**config.mk**
```make
export PLATFORM = sky130hd
export DESIGN_NAME = ps2_mouse_cursor_tracker
export DESIGN_NICKNAME = d
export VERILOG_FILES = /design/src/hw/rtl/ps2mct_pkg.sv /design/src/hw/rtl/ps2_mouse_cursor_tracker.sv
export VERILOG_INCLUDE_DIRS = /design/src /design/src/hw/rtl
export SDC_FILE = /design/constraint.sdc
export NUM_CORES = 1
export LEC_CHECK = 0
export BUFFER_PORTS_ARGS = -buffer_cell sky130_fd_sc_hd__buf_4
export CORE_UTILIZATION = 25
export DETAILED_ROUTE_END_ITERATION = 16
export PLACE_DENSITY = 0.45
export RECOVER_POWER = 100
export SLEW_MARGIN = 15
export SYNTH_ARGS = -nofsm -noshare
export SYNTH_HDL_FRONTEND = slang
export SYNTH_SLANG_ARGS = --single-unit
```
**constraint.sdc**
```tcl
create_clock -name clk_i -period 4.4 [get_ports clk_i]
set_clock_uncertainty 0.05 [all_clocks]
set_input_delay 0.88 -clock clk_i [delete_from_list [all_inputs] [get_ports clk_i]]
set_output_delay 0.88 -clock clk_i [all_outputs]
set_load 0.01 [all_outputs]
```
**src/hw/rtl/ps2_mouse_cursor_tracker_defines.svh**
```systemverilog
// ----------------------------------------------------------------------------
// PS/2 mouse cursor tracker assertion macros
// Shared concurrent assertion forms, clocked on clk_i, off during reset.
// ----------------------------------------------------------------------------
`ifndef PS2_MOUSE_CURSOR_TRACKER_DEFINES_SVH
`define PS2_MOUSE_CURSOR_TRACKER_DEFINES_SVH

// hold a condition at every edge
`define PS2MCT_ASSERT(label, prop) \
  label: assert property (@(posedge clk_i) disable iff (!rst_ni) (prop)) \
    else $error("ps2mct assertion failed");

// check a consequence in the cycle after the antecedent
`define PS2MCT_ASSERT_NEXT(label, ante, cons) \
  label: assert property (@(posedge clk_i) disable iff (!rst_ni) (ante) |=> (cons)) \
    else $error("ps2mct assertion failed");

`endif

```
**src/hw/rtl/ps2mct_pkg.sv**
```systemverilog
// ----------------------------------------------------------------------------
// PS/2 mouse cursor tracker package
// Widths, reset values, register indexes, input kinds and held-byte states.
// ----------------------------------------------------------------------------
`default_nettype none

package ps2mct_pkg;

  localparam int unsigned PosW   = 10;
  localparam int unsigned WheelW = 16;
  localparam int unsigned ByteW  = 8;
  localparam int unsigned TickW  = 8;
  localparam int unsigned CfgIdxW  = 2;
  localparam int unsigned CfgDataW = 10;

  localparam int unsigned InDataW  = 8;
  localparam int unsigned InUserW  = 1;
  localparam int unsigned OutDataW = 48;
  localparam int unsigned OutUserW = 3;

  localparam logic [PosW-1:0]  XLimitRst = PosW'(639);
  localparam logic [PosW-1:0]  YLimitRst = PosW'(479);
  localparam logic [TickW-1:0] ResyncRst = TickW'(20);

  typedef enum logic [CfgIdxW-1:0] {
    CFG_X_LIMIT      = 2'd0,
    CFG_Y_LIMIT      = 2'd1,
    CFG_RESYNC_TICKS = 2'd2,
    CFG_UNUSED       = 2'd3
  } cfg_idx_e;

  typedef enum logic {
    KIND_BYTE = 1'b0,
    KIND_TICK = 1'b1
  } kind_e;

  typedef enum logic [1:0] {
    HELD_NONE   = 2'd0,
    HELD_HEADER = 2'd1,
    HELD_X      = 2'd2,
    HELD_Y      = 2'd3
  } held_e;

endpackage

`default_nettype wire

```
**src/hw/rtl/ps2_mouse_cursor_tracker.sv**
```systemverilog
// ----------------------------------------------------------------------------
// PS/2 mouse cursor tracker
// Packet assembly, cursor clamping, wheel total and stall resync.
// ----------------------------------------------------------------------------
// Usage:
//   Input words carry a mouse byte (tuser = 0) or a frame tick (tuser = 1).
//   Every accepted input word yields exactly one output word with the
//   cursor position, wheel total, button byte and the done/resync/mode flags.
//   The word accepted at an edge is on the output channel right after it.
//   Throughput is one word per cycle while the receiver takes every result,
//   set by the single state/result register stage, also the output buffer.
//   A new word is taken while the current result is being taken, so a
//   receiver that takes every cycle never stalls the sender.
//   When the receiver stalls, the result holds and s_axis_tready falls
//   until the pending word is taken.
//   Reset clears all tracking state, drops any pending result and loads the
//   limits 639 / 479 and a resync threshold of 20 ticks.
//   Configuration: pulse cfg_we_i with cfg_idx_i (0 x_limit, 1 y_limit,
//   2 resync_ticks) and cfg_wdata_i while the block is idle.
// ----------------------------------------------------------------------------
`default_nettype none

`include "ps2_mouse_cursor_tracker_defines.svh"

module ps2_mouse_cursor_tracker
  import ps2mct_pkg::*;
(
  input  wire logic                clk_i,
  input  wire logic                rst_ni,
  input  wire logic                cfg_we_i,
  input  wire logic [CfgIdxW-1:0]  cfg_idx_i,
  input  wire logic [CfgDataW-1:0] cfg_wdata_i,
  input  wire logic                s_axis_tvalid,
  output logic                     s_axis_tready,
  input  wire logic [InDataW-1:0]  s_axis_tdata,  // [7:0] data_byte
  input  wire logic [InUserW-1:0]  s_axis_tuser,  // [0] kind
  output logic                     m_axis_tvalid,
  input  wire logic                m_axis_tready,
  output logic [OutDataW-1:0]      m_axis_tdata,  // [9:0] cursor_x, [19:10] cursor_y,
                                                  // [35:20] wheel_total,
                                                  // [43:36] button_bits, [47:44] zero
  output logic [OutUserW-1:0]      m_axis_tuser   // [0] packet_done, [1] resynced,
                                                  // [2] four_byte_mode
);

  logic [PosW-1:0]   x_limit_q, y_limit_q;
  logic [TickW-1:0]  resync_ticks_q;

  logic              wheel_mode_q, wheel_mode_d;
  held_e             bytes_held_q, bytes_held_d;
  logic [ByteW-1:0]  header_byte_q, header_byte_d;
  logic [ByteW-1:0]  x_delta_byte_q, x_delta_byte_d;
  logic [ByteW-1:0]  y_delta_byte_q, y_delta_byte_d;
  logic [PosW-1:0]   pos_x_q, pos_x_d;
  logic [PosW-1:0]   pos_y_q, pos_y_d;
  logic [WheelW-1:0] wheel_sum_q, wheel_sum_d;
  logic [ByteW-1:0]  buttons_held_q, buttons_held_d;
  logic [TickW-1:0]  stall_ticks_q, stall_ticks_d;
  logic              done_q, done_d;
  logic              resync_q, resync_d;
  logic              out_valid_q, out_valid_d;

  logic              accept;
  kind_e             kind;
  logic [ByteW-1:0]  in_byte;
  logic [ByteW-1:0]  y_byte;
  logic [PosW+1:0]   sum_x, sum_y;
  logic [PosW-1:0]   new_x, new_y;
  logic [WheelW-1:0] wheel_next;
  logic [TickW-1:0]  stall_inc;

  assign accept  = s_axis_tvalid && s_axis_tready;
  assign kind    = kind_e'(s_axis_tuser[0]);
  assign in_byte = s_axis_tdata;

  assign y_byte = (bytes_held_q == HELD_X) ? in_byte : y_delta_byte_q;
  assign sum_x  = {2'b00, pos_x_q} + {{(PosW+2-ByteW){header_byte_q[4]}}, x_delta_byte_q};
  assign sum_y  = {2'b00, pos_y_q} - {{(PosW+2-ByteW){header_byte_q[5]}}, y_byte};

  always_comb begin
    if (sum_x[PosW+1]) begin
      new_x = '0;
    end else if (sum_x[PosW:0] > {1'b0, x_limit_q}) begin
      new_x = x_limit_q;
    end else begin
      new_x = sum_x[PosW-1:0];
    end
    if (sum_y[PosW+1]) begin
      new_y = '0;
    end else if (sum_y[PosW:0] > {1'b0, y_limit_q}) begin
      new_y = y_limit_q;
    end else begin
      new_y = sum_y[PosW-1:0];
    end
  end

  assign wheel_next = wheel_sum_q + {{(WheelW-4){in_byte[3]}}, in_byte[3:0]};
  assign stall_inc  = stall_ticks_q + TickW'(1);

  always_comb begin
    wheel_mode_d   = wheel_mode_q;
    bytes_held_d   = bytes_held_q;
    header_byte_d  = header_byte_q;
    x_delta_byte_d = x_delta_byte_q;
    y_delta_byte_d = y_delta_byte_q;
    pos_x_d        = pos_x_q;
    pos_y_d        = pos_y_q;
    wheel_sum_d    = wheel_sum_q;
    buttons_held_d = buttons_held_q;
    stall_ticks_d  = stall_ticks_q;
    done_d         = done_q;
    resync_d       = resync_q;
    out_valid_d    = out_valid_q && !m_axis_tready;
    if (accept) begin
      out_valid_d = 1'b1;
      done_d      = 1'b0;
      resync_d    = 1'b0;
      if (kind == KIND_BYTE) begin
        case (bytes_held_q)
          HELD_NONE: begin
            header_byte_d = in_byte;
            bytes_held_d  = HELD_HEADER;
          end
          HELD_HEADER: begin
            x_delta_byte_d = in_byte;
            bytes_held_d   = HELD_X;
          end
          HELD_X: begin
            y_delta_byte_d = in_byte;
            if (wheel_mode_q) begin
              bytes_held_d = HELD_Y;
            end else begin
              buttons_held_d = header_byte_q;
              pos_x_d        = new_x;
              pos_y_d        = new_y;
              bytes_held_d   = HELD_NONE;
              stall_ticks_d  = '0;
              done_d         = 1'b1;
            end
          end
          HELD_Y: begin
            buttons_held_d = header_byte_q;
            pos_x_d        = new_x;
            pos_y_d        = new_y;
            if (wheel_mode_q) begin
              wheel_sum_d = wheel_next;
            end
            bytes_held_d  = HELD_NONE;
            stall_ticks_d = '0;
            done_d        = 1'b1;
          end
          default: begin
            bytes_held_d = HELD_NONE;
          end
        endcase
      end else if (bytes_held_q != HELD_NONE) begin
        stall_ticks_d = stall_inc;
        if (stall_inc >= resync_ticks_q) begin
          bytes_held_d  = HELD_NONE;
          stall_ticks_d = '0;
          wheel_mode_d  = !wheel_mode_q;
          resync_d      = 1'b1;
        end
      end
    end
  end

  always_ff @(posedge clk_i or negedge rst_ni) begin
    if (!rst_ni) begin
      x_limit_q      <= XLimitRst;
      y_limit_q      <= YLimitRst;
      resync_ticks_q <= ResyncRst;
    end else if (cfg_we_i) begin
      case (cfg_idx_e'(cfg_idx_i))
        CFG_X_LIMIT:      x_limit_q      <= cfg_wdata_i;
        CFG_Y_LIMIT:      y_limit_q      <= cfg_wdata_i;
        CFG_RESYNC_TICKS: resync_ticks_q <= cfg_wdata_i[TickW-1:0];
        default: ;
      endcase
    end
  end

  always_ff @(posedge clk_i or negedge rst_ni) begin
    if (!rst_ni) begin
      wheel_mode_q   <= 1'b0;
      bytes_held_q   <= HELD_NONE;
      header_byte_q  <= '0;
      x_delta_byte_q <= '0;
      y_delta_byte_q <= '0;
      pos_x_q        <= '0;
      pos_y_q        <= '0;
      wheel_sum_q    <= '0;
      buttons_held_q <= '0;
      stall_ticks_q  <= '0;
      done_q         <= 1'b0;
      resync_q       <= 1'b0;
      out_valid_q    <= 1'b0;
    end else begin
      wheel_mode_q   <= wheel_mode_d;
      bytes_held_q   <= bytes_held_d;
      header_byte_q  <= header_byte_d;
      x_delta_byte_q <= x_delta_byte_d;
      y_delta_byte_q <= y_delta_byte_d;
      pos_x_q        <= pos_x_d;
      pos_y_q        <= pos_y_d;
      wheel_sum_q    <= wheel_sum_d;
      buttons_held_q <= buttons_held_d;
      stall_ticks_q  <= stall_ticks_d;
      done_q         <= done_d;
      resync_q       <= resync_d;
      out_valid_q    <= out_valid_d;
    end
  end

  assign s_axis_tready = !out_valid_q || m_axis_tready;
  assign m_axis_tvalid = out_valid_q;
  assign m_axis_tdata  = {4'b0000, buttons_held_q, wheel_sum_q, pos_y_q, pos_x_q};
  assign m_axis_tuser  = {wheel_mode_q, resync_q, done_q};

  `PS2MCT_ASSERT(a_done_resync_excl, !(done_q && resync_q))
  `PS2MCT_ASSERT(a_wheel_byte_mode, (bytes_held_q != HELD_Y) || wheel_mode_q)
  `PS2MCT_ASSERT_NEXT(a_resync_toggles, accept && resync_d,
                      wheel_mode_q != $past(wheel_mode_q) && bytes_held_q == HELD_NONE)
  `PS2MCT_ASSERT_NEXT(a_tick_no_done, accept && kind == KIND_TICK, !done_q)
  `PS2MCT_ASSERT_NEXT(a_byte_no_resync, accept && kind == KIND_BYTE,
                      !resync_q && wheel_mode_q == $past(wheel_mode_q))

endmodule

`default_nettype wire

```
==> reports/qor.csv, run 1 <==
metric,value,unit
status,finished with violations,
failing checks,"max-capacitance violations, max-slew violations",
slowest cell delay on critical path,430,ps
Fmax achieved,0.245,GHz
Overflow after GRT,0,
VDD IR max,0.291,mV
crit-path leading delay family,adder cells,
reg-to-reg endpoint,pos_y_q[4]$_DFFE_PN0P_,
post-synthesis async set-or-reset flop share,100,%
Syn Inst Count,702,
fin crit period,4090,ps
Vias/cell,4.44,
synth cell count leaders,"dfrtp_1 (92), nand2_1 (81), ha_1 (63)",
Worst-Margin Slew,1900,ps
main area contributors after synthesis,"dfrtp_1 (33%), ha_1 (11%), dfstp_2 (6.8%)",
final wirelength,17900,um
top-count cell post-synth,dfrtp_1,
Worst Slack Setup Final,314,ps
crit path to,pos_y_q[4]$_DFFE_PN0P_,
die width,169,um
num rows,60,
Vias,5169,
register area share after synthesis,39.9,%
slowest CP cell,dfrtp_1,
Die Height,169,um
fin. max-slew vios,91,
# diodes,0,
DRC viols,0,
vias in the first global route,5159,
CTS tree,built,
"Power, Total",6140,uW
clock slew at reported path FFs,80,ps
"critical path, cell by cell","nor2b_4, mux2i_2, ha_4, a21oi_1, nand2_1, maj3_2, a21oi_2, buf_4, o2111a_1, a311oi_2, ha_1, nand3_1, nor3_1, a21oi_1, o21ai_2, nand2_1, mux2i_1, buf_4, mux2i_1, o21ai_1",
Yosys top cell by area,dfrtp_1,
Syn Area/Cell,9.91,um2
top_reg_cell synth,dfrtp_1,
pre-CTS setup slack,-176,ps
unrepaired setup endpoints after global routing,no,
worst reg-to-reg path cell count,20,
Worst Path Required,4580,ps
Worst Path Max Fanout,7,
core area,27100,um2
area of the die,28500,um2
Longest Clk Path Bufs,2,
final hold violations,0,
Starting Density,25.7,%
largest net degree at the start of global routing,71,
FF-to-FF setup slack,310,ps
share of cells above drive strength 1,16.4,%
fin crit share,92.9,%
CP Capture Type,register,
post-synthesis cell type count,65,
Critical Path Start,bytes_held_q[1]$_DFFE_PN0P_,
CP Class,register to register,
Antenna Nets Post-Route,0,
Root Buffer,clkbuf_16,
Setup Viol. Count Final,0,
Final Net Count,878,
htree depth,3,
IO buf count,74,
Clock Sinks,110,
area share of the largest cell type after synthesis,33.1,%
Min-Delay Startpoint,wheel_sum_q[15]$_DFFE_PN0P_,
Post-DP HPWL,13900,um
drt wl/cell,15.4,um
design area,8130,um2
initial antenna violation count,0,
relative max-transition margin,-27.0,%
Worst R2R Start,bytes_held_q[1]$_DFFE_PN0P_,
Post-synth EDFFs,0,
Synth Warn #,0,
Filler cells,2885,
CP Buf/Inv Count,2,
HP Class,register to register,
worst-skew pair later-pin latency,370,ps
Ports,79,
PwrDens,755,nW/um2
register bit count reported by yosys,110,
WP depth,20,
crit path DAT,4270,ps
"Area growth, synth to finish",16.9,%
GPL Wtd Cong,0.796,
Startpoint Class,register,
Total GRT Usage,13.1,%
dpl cell area,8000,um2
total CTS buffers,9,
Starting DRT DRC Count,279,
first-pass GRT wire length,28800,um
utilization after layout,30.0,%
Mapped Area,6960,um2
leakage,0.00378,uW
max cap viols,2,
first-pass iteration count of the detailed router,4,
registers in the layout, summed over array words and instances (netlist names), 2 cells and up:
| name | cells |
|---|---|
| bytes_held_q | 2 |
| header_byte_q | 8 |
| y_limit_q | 10 |
| pos_x_q | 10 |
| y_delta_byte_q | 8 |
| pos_y_q | 10 |
| wheel_sum_q | 16 |
| stall_ticks_q | 8 |
| x_limit_q | 10 |
| resync_ticks_q | 8 |
| buttons_held_q | 8 |
| x_delta_byte_q | 8 |
power by group:
group	leakage [uW]	switching (uW)	internal (uW)	total, uW
combinational	0.00227	1940	1660	3600
clock	0.000146	426	452	878
sequential	0.00136	310	1360	1670
worst min-delay path by stage:
stage	cells past startpoint	slack, ps	end
3_3_place_gp	1	410	resync_q$_DFFE_PN0P_
3_5_place_dp	1	420	wheel_sum_q[15]$_DFFE_PN0P_
6_report	1	430	wheel_sum_q[15]$_DFFE_PN0P_
4_1_cts	1	440	wheel_sum_q[15]$_DFFE_PN0P_
5_1_grt	1	460	wheel_sum_q[15]$_DFFE_PN0P_
2_1_floorplan	2	400	header_byte_q[1]$_DFFE_PN0P_
kinds of logic after synthesis:
kind of cell	Yosys count	share of synthesized area, %
compound gates	158	14.8
xor+xnor	37	4.66
fa+ha+maj	68	12.5
buf+inv	80	5.00
flops	110	39.9
mux	74	11.5
other cells	1	0.0539
simple gates	174	11.5
final cells by class:
class,count,area [um2],area share (%)
Clock buffer,9,225,2.77
Inverter,55,206,2.54
Sequential cell,110,2780,34.1
Clock inverter,7,81.3,1.00
Tap cell,372,465,5.72
Timing Repair Buffer,95,482,5.92
Multi-Input combinational cell,515,3900,47.9
through the flow:
| stage | hold slack (ps) | TNS [ps] | cells |
|---|---|---|---|
| 2_1_floorplan | 396 | 0 | 705 |
| 3_3_place_gp | 414 | 0 | 1146 |
| 3_5_place_dp | 417 | -1240 | 1146 |
| 4_1_cts | 435 | 0 | 1162 |
| 5_1_grt | 458 | 0 | 1163 |
| 6_report | 425 | 0 | 1163 |
layout by cell type (no fill, tap or decap), types with 18 or more instances in the layout:
| cell type | netlist | final |
|---|---|---|
| mux2_2 | 42 | 42 |
| dfstp_2 | 18 | 18 |
| mux2i_1 | 28 | 27 |
| buf_4 | 8 | 32 |
| clkbuf_1 | 10 | 61 |
| xnor2_1 | 20 | 19 |
| o21ai_1 | 37 | 20 |
| nand2_1 | 81 | 81 |
| o21ai_0 | 20 | 36 |
| ha_1 | 63 | 62 |
| nor2_1 | 31 | 31 |
| dfrtp_1 | 92 | 91 |
| a21oi_1 | 30 | 29 |
| inv_1 | 55 | 55 |
timing repair:
item | CTS | global route
gates resized for setup | 0 | 11
setup buffers | 0 | 1
hold buffers | 0 | 0
endpoints found under the setup margin | 0 | 10
metal layers:
metal	track usage, %	wire length [um]	part of all wire [%]
met1	17.9	8930	50
met2	20.6	8050	45
met3	2.53	648	3.6
met4	4.74	306	1.7
met5	0	0	0
(Power assumes the default switching activity.)
==> run 2, diff against run 1 <==
CORE_UTILIZATION = 30   (was 25)
PLACE_DENSITY = 0.51   (was 0.45)
==> run 2 against run 1 <==
Net effect:
- the run still ends with max-capacitance violations, max-slew violations left
- clock power decreased by 3.1%
- core utilization grew 5.3 points
- global-route usage is 2.3 points higher
- flip-flop and latch count did not move
- sequential share of layout area up 0.49 points
- critical path type unchanged
==> reports/qor.csv, run 2 (same netlist as run 1, synthesis figures left out) <==
metric,value,unit
pre-CTS setup slack,-102,ps
Worst R2R Start,pos_x_q[0]$_DFFE_PN0P_,
Total GRT Usage,15.5,%
share of cells above drive strength 1,16.3,%
Root Buffer,clkbuf_16,
die width,154,um
total CTS buffers,9,
utilization after layout,35.3,%
relative max-transition margin,-127,%
Worst Path Required,4580,ps
core area,22700,um2
failing checks,"max-capacitance violations, max-slew violations",
first-pass iteration count of the detailed router,4,
clock slew at reported path FFs,70,ps
"Area growth, synth to finish",15.2,%
"commonest non-fill, non-tap cells in the layout","dfrtp_1 (92), nand2_1 (81), ha_1 (62)",
HP Class,register to register,
"commonest non-fill, non-tap cell in the layout",dfrtp_1,
# diodes,0,
status,finished with violations,
Ports,79,
FF-to-FF setup slack,330,ps
VDD IR max,0.303,mV
max cap viols,3,
htree depth,3,
Vias/cell,4.85,
worst-skew pair later-pin latency,360,ps
initial antenna violation count,0,
GPL Wtd Cong,0.818,
max reg flops,16,
fin. max-slew vios,92,
DRC viols,0,
"Endpoint, Worst Hold",buttons_held_q[5]$_DFFE_PN0P_,
Starting DRT DRC Count,199,
final hold violations,0,
final wirelength,17200,um
IO buf count,74,
largest net degree at the start of global routing,61,
worst reg-to-reg path cell count,16,
Startpoint Class,register,
Worst-Margin Slew,3410,ps
Worst Slack Setup Final,334,ps
unrepaired setup endpoints after global routing,no,
CTS tree,built,
Fmax achieved,0.246,GHz
fin crit share,92.4,%
first-pass GRT wire length,28600,um
crit path DAT,4240,ps
Worst Path Max Fanout,7,
Longest Clk Path Bufs,2,
Die Height,154,um
Vias,5224,
Largest Register,wheel_sum_q,
CP Class,register to register,
reg-to-reg endpoint,pos_x_q[5]$_DFFE_PN0P_,
Final Net Count,879,
leakage,0.00378,uW
WHS Path Cells,1,
PwrDens,762,nW/um2
setup TNS,0,ps
fin crit period,4070,ps
Post-DP HPWL,13400,um
Setup Viol. Count Final,0,
Clock Sinks,110,
Critical Path Start,pos_x_q[0]$_DFFE_PN0P_,
Min-Delay Startpoint,buttons_held_q[5]$_DFFE_PN0P_,
Starting Density,30.6,%
Antenna Nets Post-Route,0,
Overflow after GRT,0,
drt wl/cell,16.0,um
vias in the first global route,5227,
hold_buf cts,0,
area of the die,23800,um2
CP Capture Type,register,
num rows,55,
[run 2: how the worst max path moves through the flow]
stage | to | slack, ps | cells after the start
after floorplan | pos_y_q[0]$_DFFE_PN0P_ | 420 | 17
after global placement | pos_y_q[5]$_DFFE_PN0P_ | 4 | 18
after detailed placement | pos_y_q[1]$_DFFE_PN0P_ | -100 | 18
after CTS | pos_y_q[3]$_DFFE_PN0P_ | 180 | 21
after global routing | pos_y_q[0]$_DFFE_PN0P_ | 10 | 19
final | pos_x_q[5]$_DFFE_PN0P_ | 330 | 16
[run 2: worst max-delay path, stage by stage, from the launching register on]
cell and delay [ps]:
dfrtp_1 400, ha_1 190, inv_1 60, fa_1 410
nor2b_1 170, o2111ai_1 140, and3_1 190, nor3_1 230
xor2_1 230, ha_1 280, a21o_1 180, a21oi_1 200
o211ai_1 120, a21oi_1 180, clkbuf_1 450, mux2i_1 330
o21ai_0 110
[run 2: per-layer routing]
layer  GRT usage, %  share of wire [%]
met5              0                  0
met4           4.38                1.4
met3           2.91                3.0
met2           25.4                 47
met1           20.7                 49
[run 2: what timing repair did]
item,CTS,global route
setup buffers,0,1
endpoints found under the setup margin,0,10
gates resized for setup,0,11
[run 2: metrics by stage]
stage               hold slack [ps]  instance area (um2)  total power (uW)  cells
floorplan                       396                 6970              4280    705
global placement                414                 7900              5370   1060
detailed placement              417                 7900              5390   1060
CTS                             434                 8200              6270   1076
global route                    450                 8020              6730   1077
finish                          425                 8020              6110   1077
[run 2: area by class of cell]
cell class | instances | area [um2]
clock buffers | 10 | 229
clock inverters | 6 | 71.3
fillers | 2390 | 14700
inverters | 55 | 206
multi-input cells | 515 | 3880
flip-flops and latches | 110 | 2780
well taps | 285 | 357
repair buffers | 96 | 494
[run 2: report_power, final]
| part | internal, uW | switching, uW | total, uW |
|---|---|---|---|
| clock | 448 | 403 | 851 |
| sequential | 1360 | 306 | 1660 |
| combinational | 1660 | 1930 | 3600 |
| total | 3470 | 2640 | 6110 |
